**src/rtl/core/fpba_pkg.sv**
```systemverilog
// Shared types and constants for the fit-policy block allocator.
package fpba_pkg;

   localparam int AMOUNT_W = 16;
   localparam int INDEX_W  = 4;
   localparam int PID_W    = 16;
   localparam int POLICY_W = 2;

   localparam logic REQ_ADD   = 1'b0;
   localparam logic REQ_ALLOC = 1'b1;

   // The unused fourth policy code behaves as first fit.
   localparam logic [POLICY_W-1:0] POL_FIRST = 2'd0;
   localparam logic [POLICY_W-1:0] POL_BEST  = 2'd1;
   localparam logic [POLICY_W-1:0] POL_WORST = 2'd2;

   typedef enum logic [1:0] {
      STAT_ALLOCATED = 2'd0,
      STAT_NO_FIT    = 2'd1,
      STAT_ADDED     = 2'd2,
      STAT_FULL      = 2'd3
   } status_type;

   typedef enum logic [2:0] {
      S_IDLE,
      S_ADD,
      S_SCAN,
      S_DRAIN,
      S_FINISH
   } state_type;

   typedef struct packed {
      logic                clear;
      logic                cmp_en;
      logic [POLICY_W-1:0] policy;
   } sel_ctl_type;

endpackage

```
**src/rtl/core/fpba_if.sv**
```systemverilog
// Request and response channel interfaces for the fit-policy block allocator.
interface fpba_req_if;
   import fpba_pkg::*;
   logic                valid;
   logic                ready;
   logic                req_type;
   logic [AMOUNT_W-1:0] amount;
   logic                usable;
   modport source (output valid, req_type, amount, usable, input ready);
   modport sink   (input valid, req_type, amount, usable, output ready);
endinterface

interface fpba_rsp_if;
   import fpba_pkg::*;
   logic                valid;
   logic                ready;
   status_type          status;
   logic [INDEX_W-1:0]  block_index;
   logic [PID_W-1:0]    process_id;
   logic [AMOUNT_W-1:0] free_left;
   modport source (output valid, status, block_index, process_id, free_left, input ready);
   modport sink   (input valid, status, block_index, process_id, free_left, output ready);
endinterface

```
**src/rtl/core/fit_policy_block_allocator.sv**
```systemverilog
// Top level of the fit-policy block allocator: sequencer, registers and channels.
//
//   Port      Dir  Role
//   req_if    in   add a block or allocate a request (valid/ready)
//   rsp_if    out  one response per request (valid/ready)
//   csr_*     in   fit policy register write
//
// An allocate reads the table one block per cycle through its single read port, and each
// entry passes the shared compare unit; an allocate with an empty table reads no block.
// Reset is synchronous; it empties the table, sets the id counter to one and the policy
// to first fit. A held response stalls the sequencer in its final state; one new request
// may be accepted while the previous response still waits.
module fit_policy_block_allocator #(
   parameter int NUM_BLOCKS = 16,
   parameter int SIZE_WIDTH = 16
) (
   input  logic                      clock,
   input  logic                      reset,
   fpba_req_if.sink                  req_if,
   fpba_rsp_if.source                rsp_if,
   input  logic                      csr_wr_en,
   input  logic [fpba_pkg::POLICY_W-1:0] csr_wr_data
);
   import fpba_pkg::*;

   localparam int IDX_W = (NUM_BLOCKS > 1) ? $clog2(NUM_BLOCKS) : 1;
   localparam int CNT_W = $clog2(NUM_BLOCKS + 1);

   state_type             state_ff, state_in;
   logic [POLICY_W-1:0]   policy_ff;
   logic [CNT_W-1:0]      count_ff, count_in;
   logic [PID_W-1:0]      next_id_ff, next_id_in;
   logic [IDX_W-1:0]      scan_idx_ff, scan_idx_in;
   logic                  data_vld_ff;
   logic [IDX_W-1:0]      data_idx_ff;
   logic [SIZE_WIDTH-1:0] amt_ff;
   logic                  usable_ff;

   logic                  rsp_valid_ff, rsp_valid_in;
   status_type            rsp_status_ff, rsp_status_in;
   logic [INDEX_W-1:0]    rsp_index_ff, rsp_index_in;
   logic [PID_W-1:0]      rsp_pid_ff, rsp_pid_in;
   logic [AMOUNT_W-1:0]   rsp_left_ff, rsp_left_in;
   logic                  rsp_load;

   logic                  accept, out_free, table_full, scan_last;
   logic [CNT_W-1:0]      scan_next_cnt;
   logic [SIZE_WIDTH+AMOUNT_W-1:0] amt_wide;
   logic [IDX_W+INDEX_W-1:0]       add_idx_wide, pick_idx_wide;
   logic [SIZE_WIDTH+AMOUNT_W-1:0] add_left_wide, pick_left_wide;

   logic                  mem_we, mem_wuse, mem_re;
   logic [IDX_W-1:0]      mem_waddr;
   logic [SIZE_WIDTH-1:0] mem_wfs, rd_fs;
   logic                  rd_use;

   sel_ctl_type           sel_ctl;
   logic                  sel_found;
   logic [IDX_W-1:0]      sel_idx;
   logic [SIZE_WIDTH-1:0] sel_left;

   fpba_table #(
      .NUM_BLOCKS (NUM_BLOCKS),
      .SIZE_WIDTH (SIZE_WIDTH),
      .IDX_W      (IDX_W)
   ) u_table (
      .clock   (clock),
      .wr_en   (mem_we),
      .wr_addr (mem_waddr),
      .wr_fs   (mem_wfs),
      .wr_use  (mem_wuse),
      .rd_en   (mem_re),
      .rd_addr (scan_idx_ff),
      .rd_fs   (rd_fs),
      .rd_use  (rd_use)
   );

   fpba_select #(
      .SIZE_WIDTH (SIZE_WIDTH),
      .IDX_W      (IDX_W)
   ) u_select (
      .clock     (clock),
      .reset     (reset),
      .ctl       (sel_ctl),
      .rd_fs     (rd_fs),
      .rd_use    (rd_use),
      .rd_idx    (data_idx_ff),
      .amt       (amt_ff),
      .found     (sel_found),
      .pick_idx  (sel_idx),
      .pick_left (sel_left)
   );

   assign accept        = req_if.valid && req_if.ready;
   assign out_free      = !rsp_valid_ff || rsp_if.ready;
   assign table_full    = (count_ff == CNT_W'(NUM_BLOCKS));
   assign scan_next_cnt = CNT_W'(scan_idx_ff) + CNT_W'(1);
   assign scan_last     = (scan_next_cnt == count_ff);

   // The amount is taken modulo the storage width.
   assign amt_wide       = {{SIZE_WIDTH{1'b0}}, req_if.amount};
   assign add_idx_wide   = {{INDEX_W{1'b0}}, count_ff[IDX_W-1:0]};
   assign pick_idx_wide  = {{INDEX_W{1'b0}}, sel_idx};
   assign add_left_wide  = {{AMOUNT_W{1'b0}}, amt_ff};
   assign pick_left_wide = {{AMOUNT_W{1'b0}}, sel_left};

   // Next state.
   always_comb begin
      state_in = state_ff;
      case (state_ff)
         S_IDLE: begin
            if (accept) begin
               if (req_if.req_type == REQ_ADD) begin
                  state_in = S_ADD;
               end else if (count_ff == '0) begin
                  state_in = S_FINISH;
               end else begin
                  state_in = S_SCAN;
               end
            end
         end
         S_ADD: begin
            if (out_free) begin
               state_in = S_IDLE;
            end
         end
         S_SCAN: begin
            if (scan_last) begin
               state_in = S_DRAIN;
            end
         end
         S_DRAIN: begin
            state_in = S_FINISH;
         end
         S_FINISH: begin
            if (out_free) begin
               state_in = S_IDLE;
            end
         end
         default: begin
            state_in = S_IDLE;
         end
      endcase
   end

   // Sequencer outputs.
   always_comb begin
      req_if.ready   = 1'b0;
      mem_we         = 1'b0;
      mem_waddr      = count_ff[IDX_W-1:0];
      mem_wfs        = amt_ff;
      mem_wuse       = usable_ff;
      mem_re         = 1'b0;
      sel_ctl.clear  = 1'b0;
      sel_ctl.cmp_en = data_vld_ff;
      sel_ctl.policy = policy_ff;
      count_in       = count_ff;
      next_id_in     = next_id_ff;
      scan_idx_in    = scan_idx_ff;
      rsp_load       = 1'b0;
      rsp_status_in  = STAT_NO_FIT;
      rsp_index_in   = '0;
      rsp_pid_in     = '0;
      rsp_left_in    = '0;
      case (state_ff)
         S_IDLE: begin
            req_if.ready  = 1'b1;
            sel_ctl.clear = accept;
            scan_idx_in   = '0;
         end
         S_ADD: begin
            if (out_free) begin
               rsp_load = 1'b1;
               if (table_full) begin
                  rsp_status_in = STAT_FULL;
               end else begin
                  mem_we        = 1'b1;
                  count_in      = count_ff + CNT_W'(1);
                  rsp_status_in = STAT_ADDED;
                  rsp_index_in  = add_idx_wide[INDEX_W-1:0];
                  rsp_left_in   = add_left_wide[AMOUNT_W-1:0];
               end
            end
         end
         S_SCAN: begin
            mem_re      = 1'b1;
            scan_idx_in = scan_idx_ff + IDX_W'(1);
         end
         S_DRAIN: begin
         end
         S_FINISH: begin
            if (out_free) begin
               rsp_load = 1'b1;
               if (sel_found) begin
                  // A chosen block is usable by definition.
                  mem_we        = 1'b1;
                  mem_waddr     = sel_idx;
                  mem_wfs       = sel_left;
                  mem_wuse      = 1'b1;
                  next_id_in    = next_id_ff + PID_W'(1);
                  rsp_status_in = STAT_ALLOCATED;
                  rsp_index_in  = pick_idx_wide[INDEX_W-1:0];
                  rsp_pid_in    = next_id_ff;
                  rsp_left_in   = pick_left_wide[AMOUNT_W-1:0];
               end
            end
         end
         default: begin
         end
      endcase
   end

   always_comb begin
      if (rsp_load) begin
         rsp_valid_in = 1'b1;
      end else if (rsp_if.ready) begin
         rsp_valid_in = 1'b0;
      end else begin
         rsp_valid_in = rsp_valid_ff;
      end
   end

   always_ff @(posedge clock) begin
      if (reset) begin
         state_ff     <= S_IDLE;
         policy_ff    <= POL_FIRST;
         count_ff     <= '0;
         next_id_ff   <= PID_W'(1);
         scan_idx_ff  <= '0;
         data_vld_ff  <= 1'b0;
         rsp_valid_ff <= 1'b0;
      end else begin
         state_ff     <= state_in;
         count_ff     <= count_in;
         next_id_ff   <= next_id_in;
         scan_idx_ff  <= scan_idx_in;
         data_vld_ff  <= mem_re;
         rsp_valid_ff <= rsp_valid_in;
         if (csr_wr_en) begin
            policy_ff <= csr_wr_data;
         end
      end
   end

   always_ff @(posedge clock) begin
      data_idx_ff <= scan_idx_ff;
      if (accept) begin
         amt_ff    <= amt_wide[SIZE_WIDTH-1:0];
         usable_ff <= req_if.usable;
      end
      if (rsp_load) begin
         rsp_status_ff <= rsp_status_in;
         rsp_index_ff  <= rsp_index_in;
         rsp_pid_ff    <= rsp_pid_in;
         rsp_left_ff   <= rsp_left_in;
      end
   end

   assign rsp_if.valid       = rsp_valid_ff;
   assign rsp_if.status      = rsp_status_ff;
   assign rsp_if.block_index = rsp_index_ff;
   assign rsp_if.process_id  = rsp_pid_ff;
   assign rsp_if.free_left   = rsp_left_ff;

endmodule

```
**src/rtl/core/fpba_table.sv**
```systemverilog
// Block table memory: free space and usable flag per block, registered read.
module fpba_table #(
   parameter int NUM_BLOCKS = 16,
   parameter int SIZE_WIDTH = 16,
   parameter int IDX_W      = 4
) (
   input  logic                  clock,
   input  logic                  wr_en,
   input  logic [IDX_W-1:0]      wr_addr,
   input  logic [SIZE_WIDTH-1:0] wr_fs,
   input  logic                  wr_use,
   input  logic                  rd_en,
   input  logic [IDX_W-1:0]      rd_addr,
   output logic [SIZE_WIDTH-1:0] rd_fs,
   output logic                  rd_use
);
   logic [SIZE_WIDTH:0] mem [NUM_BLOCKS];
   logic [SIZE_WIDTH:0] rd_data_ff;

   always_ff @(posedge clock) begin
      if (wr_en) begin
         mem[wr_addr] <= {wr_use, wr_fs};
      end
   end

   always_ff @(posedge clock) begin
      if (rd_en) begin
         rd_data_ff <= mem[rd_addr];
      end
   end

   assign rd_fs  = rd_data_ff[SIZE_WIDTH-1:0];
   assign rd_use = rd_data_ff[SIZE_WIDTH];

endmodule

```
**src/rtl/core/fpba_select.sv**
```systemverilog
// Shared compare unit: tracks the block chosen by the fit policy during a scan.
module fpba_select #(
   parameter int SIZE_WIDTH = 16,
   parameter int IDX_W      = 4
) (
   input  logic                  clock,
   input  logic                  reset,
   input  fpba_pkg::sel_ctl_type ctl,
   input  logic [SIZE_WIDTH-1:0] rd_fs,
   input  logic                  rd_use,
   input  logic [IDX_W-1:0]      rd_idx,
   input  logic [SIZE_WIDTH-1:0] amt,
   output logic                  found,
   output logic [IDX_W-1:0]      pick_idx,
   output logic [SIZE_WIDTH-1:0] pick_left
);
   import fpba_pkg::*;

   logic                  found_ff, found_in;
   logic [IDX_W-1:0]      pick_idx_ff;
   logic [SIZE_WIDTH-1:0] pick_fs_ff;
   logic                  fits, better, take;

   always_comb begin
      fits   = rd_use && (rd_fs >= amt);
      // Strict compares keep the lowest index on ties.
      better = !found_ff
               || ((ctl.policy == POL_BEST) && (rd_fs < pick_fs_ff))
               || ((ctl.policy == POL_WORST) && (rd_fs > pick_fs_ff));
      take   = ctl.cmp_en && fits && better;
      if (ctl.clear) begin
         found_in = 1'b0;
      end else begin
         found_in = found_ff | take;
      end
   end

   always_ff @(posedge clock) begin
      if (reset) begin
         found_ff <= 1'b0;
      end else begin
         found_ff <= found_in;
      end
   end

   always_ff @(posedge clock) begin
      if (take) begin
         pick_idx_ff <= rd_idx;
         pick_fs_ff  <= rd_fs;
      end
   end

   assign found     = found_ff;
   assign pick_idx  = pick_idx_ff;
   assign pick_left = pick_fs_ff - amt;

endmodule

```
**src/flat_wrapper.sv**
```systemverilog
// flat-port wrapper written by rule: the top's interface ports become plain ports
module fit_policy_block_allocator_flat import fpba_pkg::*;
#(
   parameter int NUM_BLOCKS = 16,
   parameter int SIZE_WIDTH = 16
)
  (clock, reset, csr_wr_en, csr_wr_data, req_if_valid, req_if_req_type, req_if_amount, req_if_usable, req_if_ready, rsp_if_valid, rsp_if_status, rsp_if_block_index, rsp_if_process_id, rsp_if_free_left, rsp_if_ready);
  fpba_req_if req_if_i ();
  fpba_rsp_if rsp_if_i ();
  input  logic clock;
  input  logic reset;
  input  logic csr_wr_en;
  input  logic [fpba_pkg::POLICY_W-1:0] csr_wr_data;
  input wire logic [$bits(req_if_i.valid)-1:0] req_if_valid;
  input wire logic [$bits(req_if_i.req_type)-1:0] req_if_req_type;
  input wire logic [$bits(req_if_i.amount)-1:0] req_if_amount;
  input wire logic [$bits(req_if_i.usable)-1:0] req_if_usable;
  output wire logic [$bits(req_if_i.ready)-1:0] req_if_ready;
  output wire logic [$bits(rsp_if_i.valid)-1:0] rsp_if_valid;
  output wire logic [$bits(rsp_if_i.status)-1:0] rsp_if_status;
  output wire logic [$bits(rsp_if_i.block_index)-1:0] rsp_if_block_index;
  output wire logic [$bits(rsp_if_i.process_id)-1:0] rsp_if_process_id;
  output wire logic [$bits(rsp_if_i.free_left)-1:0] rsp_if_free_left;
  input wire logic [$bits(rsp_if_i.ready)-1:0] rsp_if_ready;
  assign req_if_i.valid = req_if_valid;
  assign req_if_i.req_type = req_if_req_type;
  assign req_if_i.amount = req_if_amount;
  assign req_if_i.usable = req_if_usable;
  assign req_if_ready = req_if_i.ready;
  assign rsp_if_valid = rsp_if_i.valid;
  assign rsp_if_status = rsp_if_i.status;
  assign rsp_if_block_index = rsp_if_i.block_index;
  assign rsp_if_process_id = rsp_if_i.process_id;
  assign rsp_if_free_left = rsp_if_i.free_left;
  assign rsp_if_i.ready = rsp_if_ready;
  fit_policy_block_allocator #(.NUM_BLOCKS(NUM_BLOCKS), .SIZE_WIDTH(SIZE_WIDTH)) u_core (.clock(clock), .reset(reset), .req_if(req_if_i), .rsp_if(rsp_if_i), .csr_wr_en(csr_wr_en), .csr_wr_data(csr_wr_data));
endmodule
```
**config.mk**
```make
export PLATFORM = sky130hd
export DESIGN_NAME = fit_policy_block_allocator_flat
export DESIGN_NICKNAME = d
export VERILOG_FILES = /design/src/rtl/core/fpba_pkg.sv /design/src/rtl/core/fpba_if.sv /design/src/rtl/core/fit_policy_block_allocator.sv /design/src/rtl/core/fpba_table.sv /design/src/rtl/core/fpba_select.sv /design/src/flat_wrapper.sv
export SDC_FILE = /design/constraint.sdc
export NUM_CORES = 1
export LEC_CHECK = 0
export BUFFER_PORTS_ARGS = -buffer_cell sky130_fd_sc_hd__buf_2
export CORE_MARGIN = 2
export CORE_UTILIZATION = 46
export CTS_BUF_LIST = sky130_fd_sc_hd__clkbuf_2 sky130_fd_sc_hd__clkbuf_4 sky130_fd_sc_hd__clkbuf_8
export DETAILED_ROUTE_END_ITERATION = 12
export SETUP_SLACK_MARGIN = 0.02
export SLEW_MARGIN = 20
export SYNTH_ARGS = -nofsm -noshare
export SYNTH_HDL_FRONTEND = slang
export SYNTH_SLANG_ARGS = --single-unit
export TNS_END_PERCENT = 100
```
**constraint.sdc**
```tcl
create_clock -name clock -period 11.11 [get_ports clock]
set_input_delay 1.111 -clock clock [delete_from_list [all_inputs] [get_ports clock]]
set_output_delay 1.111 -clock clock [all_outputs]
set_load 0.005 [all_outputs]
```
### Yosys cells after proc, flatten, opt, wreduce, memory -nomap -nowiden

Memory sizes are Yosys's and may differ from the RTL's. A register that Yosys moved wholly into a read port is not among the register bits.
Index checks and enable logic that the tools add are counted.

* register bits: 112
* bits in latches: 0
* bits in writable memories: 272
* memory bits (read-only): 0
* output and inout bits: 40
* word-level logic and storage cells: 104
* memories: 1

Memories
* u_core.u_table.mem: words 16, width 17, read ports 1, clocked after Yosys merged registers in 1, wr ports 1, RTL line fpba_table.sv:17 `logic [SIZE_WIDTH:0] mem [NUM_BLOCKS];`

* add/sub/neg operators: 5
* $mul: 0
* divide/modulo/power cells: 0
* $lt $le $gt $ge: 3
* equality and inequality tests: 11
* shift-type cells: 0
* multiplexer cells: 45
* bitwise operators: 2
* reductions and logical operators: 20

Operators by type and width (number)
* 16-bit two-way mux: 7
* 16-bit one-hot mux with 2 select lines: 1
* 4-bit two-way mux: 7
* 1-bit two-way mux: 18
* 16-bit by 1-bit adder with 16-bit output (second input constant): 1
* 16-bit greater-or-equal comparator: 1
* 16-bit > comparator: 1
* 16-bit < comparator: 1
* 4-bit one-hot mux with 2 select lines: 2
* 16-bit subtractor: 1
* 3-bit two-way mux: 5
* 3-bit one-hot mux with 4 select lines: 1
* 3-bit AND reduction: 3
* 3-bit by 2-bit equality test with 1-bit output (second input constant): 2
* 1-bit logical AND: 6
* 2-bit by 1-bit != test with 1-bit output (second input constant): 3
* 4-bit by 1-bit adder with 5-bit output (second input constant): 1
* 5-bit by 1-bit adder with 5-bit output (second input constant): 1
* 5-bit equality test: 1
* 5-bit equality test (second input constant): 1
* 5-bit logical NOT: 1
* 4-bit by 1-bit adder with 4-bit output (second input constant): 1
* 2-bit two-way mux: 2
* 2-bit one-hot mux with 2 select lines: 1
* other kinds (12): 17

### Depth between registers and ports, before layout

Gate-level depths: netlist of run 1.

* depth after elaboration: 6
* depth in mapped cells: 11

### Hierarchy

Synthesis of run 1 repeated with hierarchy kept, for this count alone.

* cells, all modules: 1045
* area total of the unflattened synthesis: 16762.3 um^2

By module, submodules not included
* fpba_table: instances 1, cells each 458, area an instance 10807.9 um^2, sequential area each 8678.3 um^2
* fit_policy_block_allocator: instances 1, cells each 357, area an instance 3828.7 um^2, sequential area each 2372.3 um^2
* fpba_select: instances 1, cells each 230, area an instance 2125.8 um^2, sequential area each 620.6 um^2

### Worst setup path after synthesis of run 1

No wires, ideal clock.

* path kind: input to register
* from: input port rsp_if_ready
* to: register u_core.rsp_index_ff[0], in the netlist u_core.rsp_if.block_index[0] (enable)
* library setup time: 481 ps
* arrival time: 3860 ps
* path slack: 6769 ps
* cell stages on the path: 3
* buffers on the path: 1
* cell sequence: nor2b_4 -> buf_6 -> nor3_1

* cells in the longest elaborated chain, start to end: 3

RTL lines
* start, declared: RTL line flat_wrapper.sv:24 `input wire logic [$bits(rsp_if_i.ready)-1:0] rsp_if_ready;`
* 1-bit logical OR: RTL line fit_policy_block_allocator.sv:95 `assign out_free = !rsp_valid_ff || rsp_if.ready;`
* 1-bit two-way mux: RTL line fit_policy_block_allocator.sv:172, fit_policy_block_allocator.sv:192
* 1-bit two-way mux
* named net u_core.rsp_load: RTL line fit_policy_block_allocator.sv:44 `logic rsp_load;`
* end signal, assigned: RTL line fit_policy_block_allocator.sv:253 `rsp_index_ff <= rsp_index_in;`
* end, declared: RTL line fit_policy_block_allocator.sv:41 `logic [INDEX_W-1:0] rsp_index_ff, rsp_index_in;`

The timed path passes the listed nets, and every way through them passes these cells.
A chain may end at the register's enable or synchronous reset.

### Worst setup path after layout of run 1

* from: register u_core.state_ff[0]
* to: memory u_core.u_table.mem[8][14] (netlist bit) (enable)

* cells in the longest elaborated chain, start to end: 4
* elaborated cells between the ends (all ways): 6

RTL lines
* start, declared: RTL line fit_policy_block_allocator.sv:29 `state_type state_ff, state_in;`
* start signal, assigned: RTL line fit_policy_block_allocator.sv:233 `state_ff <= state_in;`
* 3-bit equality test / 3-bit by 1-bit equality test with 1-bit output (equally long branches): RTL line fit_policy_block_allocator.sv:165 `case (state_ff)`
* 1-bit one-hot mux with 2 select lines: RTL line fit_policy_block_allocator.sv:165
* 1-bit two-way mux: RTL line fpba_table.sv:21 `if (wr_en) begin`
* 1-bit two-way mux (implied by the code): RTL line fpba_table.sv:22 `mem[wr_addr] <= {wr_use, wr_fs};`
* end, declared: RTL line fpba_table.sv:17

Several ways; a longest one is shown, not always the timed one.

==> metrics.txt, run 1 <==
min Tclk post-route=between 3000 and 4000 ps; Worst setup SP type=register; leading area contributor after synthesis=edfxtp_1; Routed WL per cell=about 21 um; register area share after synthesis=0.692; post-synthesis adder-cell area fraction=0.0398; critical path endpoint category=register; full die area=38200 sq um; synth unique cells=between 50 and 60; gr ovfl total=0; CTS tree=yes; synth warn=0; fin area=around 19000 sq um; Layout area overhead=13.3%; Detailed Route WL=34900 um; Hold WC Path Type=reg2reg; Final Setup Violations=0; Mapped Area=16900 sq um; Compound-Gate Fraction of Synth Area=0.0468; via count=9132; first-pass GRT wire length=between 50000 and 60000 um; max-slew violation count=0; cell family with most CP delay=simple AND/OR/NAND/NOR gates; Routed Antenna Nets=0; Post-CTS Setup Inserts=0; Synth Area in XOR/XNOR=0.0171; CTS buffer count=69; placed wire-length estimate=23200 um; die height=196 um; Min Hold Slack=401 ps; final core utilization=0.526; routed vias/inst=5.52; Diodes inserted=0; Critical Path AT=3690 ps; largest family of logic cells by synthesized area=multiplexers; part of the cycle the worst path needs=0.315; total nets after synthesis=1107; First DRT Iteration DRCs=660; worst slew pin tran=between 1000 and 1500 ps; cts repair resizes=0; nets=around 1200; Post-synth EDFFs=364; drt pass-1 iters=6; FFs w/ async S/R, synth=0; Buf/Inv on CP=1; Core ar.=36300 sq um; Residual DRC=0; initial antenna violation count=0; run status=complete, no violations; Clk pin slew, worst setup/hold paths=60 ps; dpl cell area=17700 sq um; root buf cell=clkbuf_8; Layout Skew=22.7 ps; IO buf count=64; CP required=11310 ps; largest net degree at the start of global routing=between 70 and 80; vias in the first global route=9101; Max-cap violations=0; die width=196 um; Fin. Hold Viols=0; clock latency on the worst-skew pair=600 ps; number of fill cells in the layout=2999; PnR worst setup slack=between 7000 and 8000 ps; Total GRT Usage=0.187; maximum fanout along the worst path=25; clock buffer depth=3; H-tree lvl count=3; RSZ-0062 raised after global routing=false; mux cell area share after synthesis=0.117; share of cells above drive strength 1=0.259; most common cell after layout, fill and taps aside=edfxtp_1; CP max stage cell=nor2_2; Slowest Stage Delay on Critical Path=920 ps; Setup TNS Final=0 ps; Avg Cell Area, Syn=around 16 sq um; fmax=286 MHz; Leakage=0.00655 uW; Synth Area in Simple Gates=0.0665; CP Cell Sequence=nor2b_1 > nor3b_1 > and2_0 > buf_4 > a31oi_1 > nor2_2; # rows=70; Synth Instances=1029; Max VDD drop=0.000102 V; crit path kind=reg2reg; PD cells=about 170 nW/um^2; synth top area cells=edfxtp_1 65%, mux4_2 11%, dfxtp_1 4.4%; post-synth top area share=0.648; multi-input logic area=4910 sq um; synthesized flop and latch total=401; I/O Pins=65; gpl congestion=0.891; most frequent cells in the layout=364 x edfxtp_1, 85 x mux4_2, 74 x nand2_1; slew margin rel.=0.237; Primary FF master, synth=edfxtp_1; FF/Latch Area=roughly 12000 sq um; clock sinks=401; Hold-fix buffers, CTS=0; initial core utilization=0.464; worst slack, placed=approximately 7000 ps
[layer usage]
layer,GRT usage,vias up,wire (um),part of all wire
met3,0.0339,61,1660,0.047
met4,0.0633,0,719,0.021
met1,0.270,4619,16300,0.47
met2,0.290,245,16200,0.46
li1,-,4207,-,-
met5,0,-,0,0
[logic make-up (layout without fill, tap and decap cells)]
kind of cell,after synthesis,count (layout)
fa+ha+maj,53,53
mux,91,91
compound gates,127,127
simple gates,237,237
flops,401,401
xor+xnor,33,33
buf+inv,87,245
[worst paths after layout]
check,from,endpoint,slack (ps),cells past startpoint
setup / recovery,u_core.state_ff[0]$_SDFFE_PP0P_,u_core.u_table.mem[8][14]$_DFFE_PP_,7610,6
hold / removal,u_core.data_idx_ff[0]$_DFF_P_,u_core.u_select.pick_idx[0]$_DFFE_PP_,400,0
hold reg to reg,u_core.data_idx_ff[0]$_DFF_P_,u_core.u_select.pick_idx[0]$_DFFE_PP_,400,0
setup reg to reg,u_core.state_ff[0]$_SDFFE_PP0P_,u_core.u_table.mem[8][14]$_DFFE_PP_,7610,6
[per-stage QoR]
stage	cells	total power [uW]
5_1_grt	1655	3380
4_1_cts	1654	3290
2_1_floorplan	1029	1900
3_3_place_gp	1530	1990
6_report	1655	3250
3_5_place_dp	1530	2000
[flip-flops by register name (all words and copies together), names as in the netlist, 2 cells and up]
signal,flops
u_core.state_ff,3
u_core.u_table.rd_data_ff,17
u_core.rsp_if.block_index,4
u_core.amt_ff,16
u_core.u_table.mem,272
u_core.count_ff,5
u_core.rsp_if.status,2
u_core.next_id_ff,16
u_core.u_select.pick_fs_ff,16
u_core.policy_ff,2
u_core.data_idx_ff,4
u_core.rsp_if.free_left,16
u_core.u_select.pick_idx,4
u_core.scan_idx_ff,4
u_core.rsp_if.process_id,16
[area by class of cell]
class                           instances  share of cell area
Multi-Input combinational cell        541               0.257
Timing Repair Buffer                   79              0.0230
Clock buffer                           93              0.0604
Sequential cell                       401               0.611
Inverter                               42             0.00825
Clock inverter                         31             0.00949
Tap cell                              468              0.0306
[power by group]
group / switching, uW / leakage [uW] / internal, uW
registers: 20.5 / 0.00361 / 1710
clock network: 583 / 0.000699 / 702
logic: 148 / 0.00225 / 84.6
total: 752 / 0.00655 / 2500
[Yosys cell counts (3+ instances only)]
master and count:
nor3b_1 4, and2_1 16, edfxtp_1 364, mux4_2 85, o21bai_1 3, nand2_1 74, inv_1 42, clkbuf_1 32
nand3_1 15, nor2b_1 9, mux2i_1 3, o21a_1 5, a22o_1 3, nor3_1 9, a21oi_1 37, dfxtp_1 37
and3_1 9, nand2b_1 4, xor2_1 19, a211oi_1 4, a21o_1 12, buf_2 10, a31oi_1 9, ha_1 52
xnor2_1 14, nor4_1 3, nand4_1 7, nor2_1 75, mux2_2 3, o21ai_0 34
No activity file was read; power rests on OpenSTA's default activity.
==> run 2, diff against run 1 <==
--- a/config.mk
+++ b/config.mk
@@ -5,6 +5,7 @@
 export SDC_FILE = /design/constraint.sdc
 export NUM_CORES = 1
 export LEC_CHECK = 0
+export ABC_AREA = 1
 export BUFFER_PORTS_ARGS = -buffer_cell sky130_fd_sc_hd__buf_2
 export CORE_MARGIN = 2
 export CORE_UTILIZATION = 46
==> constraint.sdc (replaced) <==
create_clock -name clock -period 3.2 [get_ports clock]
set_input_delay 0.32 -clock clock [delete_from_list [all_inputs] [get_ports clock]]
set_output_delay 0.32 -clock clock [all_outputs]
set_load 0.005 [all_outputs]
==> run 2 against run 1 <==
  * First-iteration DRC count is 33% higher
  * Synthesized cell count is 40% higher
  * Synthesized area is 3.0% higher
==> metrics.txt, run 2 <==
H-tree lvl count=3; Critical Path AT=about 3000 ps; synthesized flop and latch total=~400; count leader, synth=edfxtp_1; Diodes inserted=0; synth top area cells=edfxtp_1 63%, dfxtp_1 4.3%, o21ai_0 4.0%; Max VDD drop=around 0.00031 V; Total GRT Usage=0.220; first-pass GRT wire length=65100 um; CTS tree=yes; CP required=3420 ps; share of cells above drive strength 1=0.162; Fin. Hold Viols=0; I/O Pins=65; part of the cycle the worst path needs=0.867; placed wire-length estimate=26800 um; CP max stage cell=nor2_2; clock buffer depth=3; routed vias/inst=between 5 and 6; # rows=71; Post-synth EDFFs=364; synth warn=0; FFs w/ async S/R, synth=0; Layout Skew=34.4 ps; Final Setup Violations=0; Leakage=a little over 0.007 uW; final core utilization=0.534; IO buf count=64; First DRT Iteration DRCs=roughly 880; full die area=39300 sq um; Clk pin slew, worst setup/hold paths=60 ps; register area share after synthesis=0.672; min Tclk post-route=about 2800 ps; max reg flops=272; vias in the first global route=between 10000 and 15000; CP Cell Sequence=inv_2 > nand3_2 > nor2_4 > nand2_4 > inv_4 > buf_4 > nor2_4 > inv_2 > nand2_1 > nor2_2; Synth Instances=1437; Layout area overhead=15.0%; Max-cap violations=0; clock sinks=401; Hold WC Path Type=in2reg; clock latency on the worst-skew pair=620 ps; Residual DRC=0; total nets after synthesis=1515; PnR worst setup slack=~420 ps; worst slew pin tran=between 1000 and 1500 ps; fmax=about 360 MHz; most frequent cells in the layout=364 x edfxtp_1, 162 x nor2_1, 154 x nand2_1; crit path kind=reg2reg; Routed Antenna Nets=0; Setup TNS Final=0 ps; initial core utilization=0.464; gr ovfl total=0; max-slew violation count=0; synth unique cells=45; Top reg by flops=u_core.u_table.mem; biggest regs=u_core.u_table.mem: 272 flops, u_core.u_table.rd_data_ff: 17 flops; CTS buffer count=just under 70; worst slack, placed=352 ps; maximum fanout along the worst path=28; Avg Cell Area, Syn=12.1 sq um; post-synth top area share=0.629; via count=between 10000 and 15000; Detailed Route WL=42500 um; initial antenna violation count=0; Routed WL per cell=about 20 um; drt pass-1 iters=7; largest net degree at the start of global routing=approximately 140; Core ar.=37400 sq um; die width=between 150 and 200 um; most common cell after layout, fill and taps aside=edfxtp_1; Mapped Area=17400 sq um; Slowest Stage Delay on Critical Path=a little under 800 ps; critical path endpoint category=register; die height=198 um; leading area contributor after synthesis=edfxtp_1; RSZ-0062 raised after global routing=false; Primary FF master, synth=edfxtp_1; nets=between 1500 and 2000; gpl congestion=0.871; PD cells=722 nW/um^2; slew margin rel.=0.330; top cells by count, synth=364 x edfxtp_1, 181 x nor2_1, 154 x nand2_1; root buf cell=clkbuf_8; run status=complete, no violations; Worst setup SP type=register
[run 2: per-layer routing]
metal,up-vias,global-route usage,wire (um)
li1,5476,-,-
met1,5549,0.315,19500
met2,411,0.340,19200
met3,88,0.0341,2400
met4,0,0.0844,1390
met5,-,0,0
[run 2: worst paths after layout]
kind | from | to | slack, ps | cells after the start
worst max register to register | u_core.state_ff[1]$_SDFFE_PP0P_ | u_core.u_table.mem[14][9]$_DFFE_PP_ | 420 | 10
worst min register to register | u_core.data_idx_ff[3]$_DFF_P_ | u_core.u_select.pick_idx[3]$_DFFE_PP_ | 400 | 0
worst max-delay path | u_core.state_ff[1]$_SDFFE_PP0P_ | u_core.u_table.mem[14][9]$_DFFE_PP_ | 420 | 10
worst min-delay path | reset | u_core.next_id_ff[8]$_SDFFE_PP0P_ | 110 | 2
[run 2: timing repair]
| item | CTS | global route |
|---|---|---|
| buffers inserted | 0 | 0 |
| hold endpoints to repair | 19 | 0 |
| hold buffers | 21 | 0 |
| gates resized for setup | 0 | 0 |
[run 2: report_power, final]
part           leakage (uW)  switching [uW]  internal (uW)
Clock              0.000701            2040           2420
Sequential          0.00361             205           6580
Combinational       0.00283            2150           1020
Total               0.00715            4400          10000
[run 2: layout make-up]
| type | instances | area, sq um |
|---|---|---|
| clock inverter | 20 | 123 |
| inverter | 114 | 430 |
| clock buffer | 99 | 1200 |
| multi-input combinational | 858 | 5010 |
| fill | 3210 | 17400 |
| sequential | 401 | 11700 |
| timing repair buffer | 129 | 898 |
| tap | 511 | 639 |
[run 2: cells by family (layout without fill, tap and decap cells)]
logic type / after synthesis / count (layout) / synth area share
adder cells (fa/ha/maj): 53 / 53 / 0.0386
AO/OA/AOI/OAI: 294 / 294 / 0.101
AND/OR/NAND/NOR: 446 / 446 / 0.109
XOR/XNOR: 14 / 14 / 0.00706
flip-flops: 401 / 401 / 0.672
multiplexers: 51 / 51 / 0.0294
buffers and inverters: 178 / 362 / 0.0430
[run 2: worst max-delay path: cells and delay by family (launching register included)]
family / cells / cell delay [ps]
AND/OR/NAND/NOR: 6 / 1350
buffers and inverters: 4 / 670
flip-flops: 1 / 340
[run 2: stage by stage]
stage	hold WS (ps)	total power [uW]	area (sq um)	std cells
finish	106	14400	20000	2132
detailed placement	389	10000	18400	1992
floorplan	326	8820	17400	1437
global placement	387	10000	18400	1992
global route	93.4	15200	20000	2132
CTS	62.6	14500	20000	2132
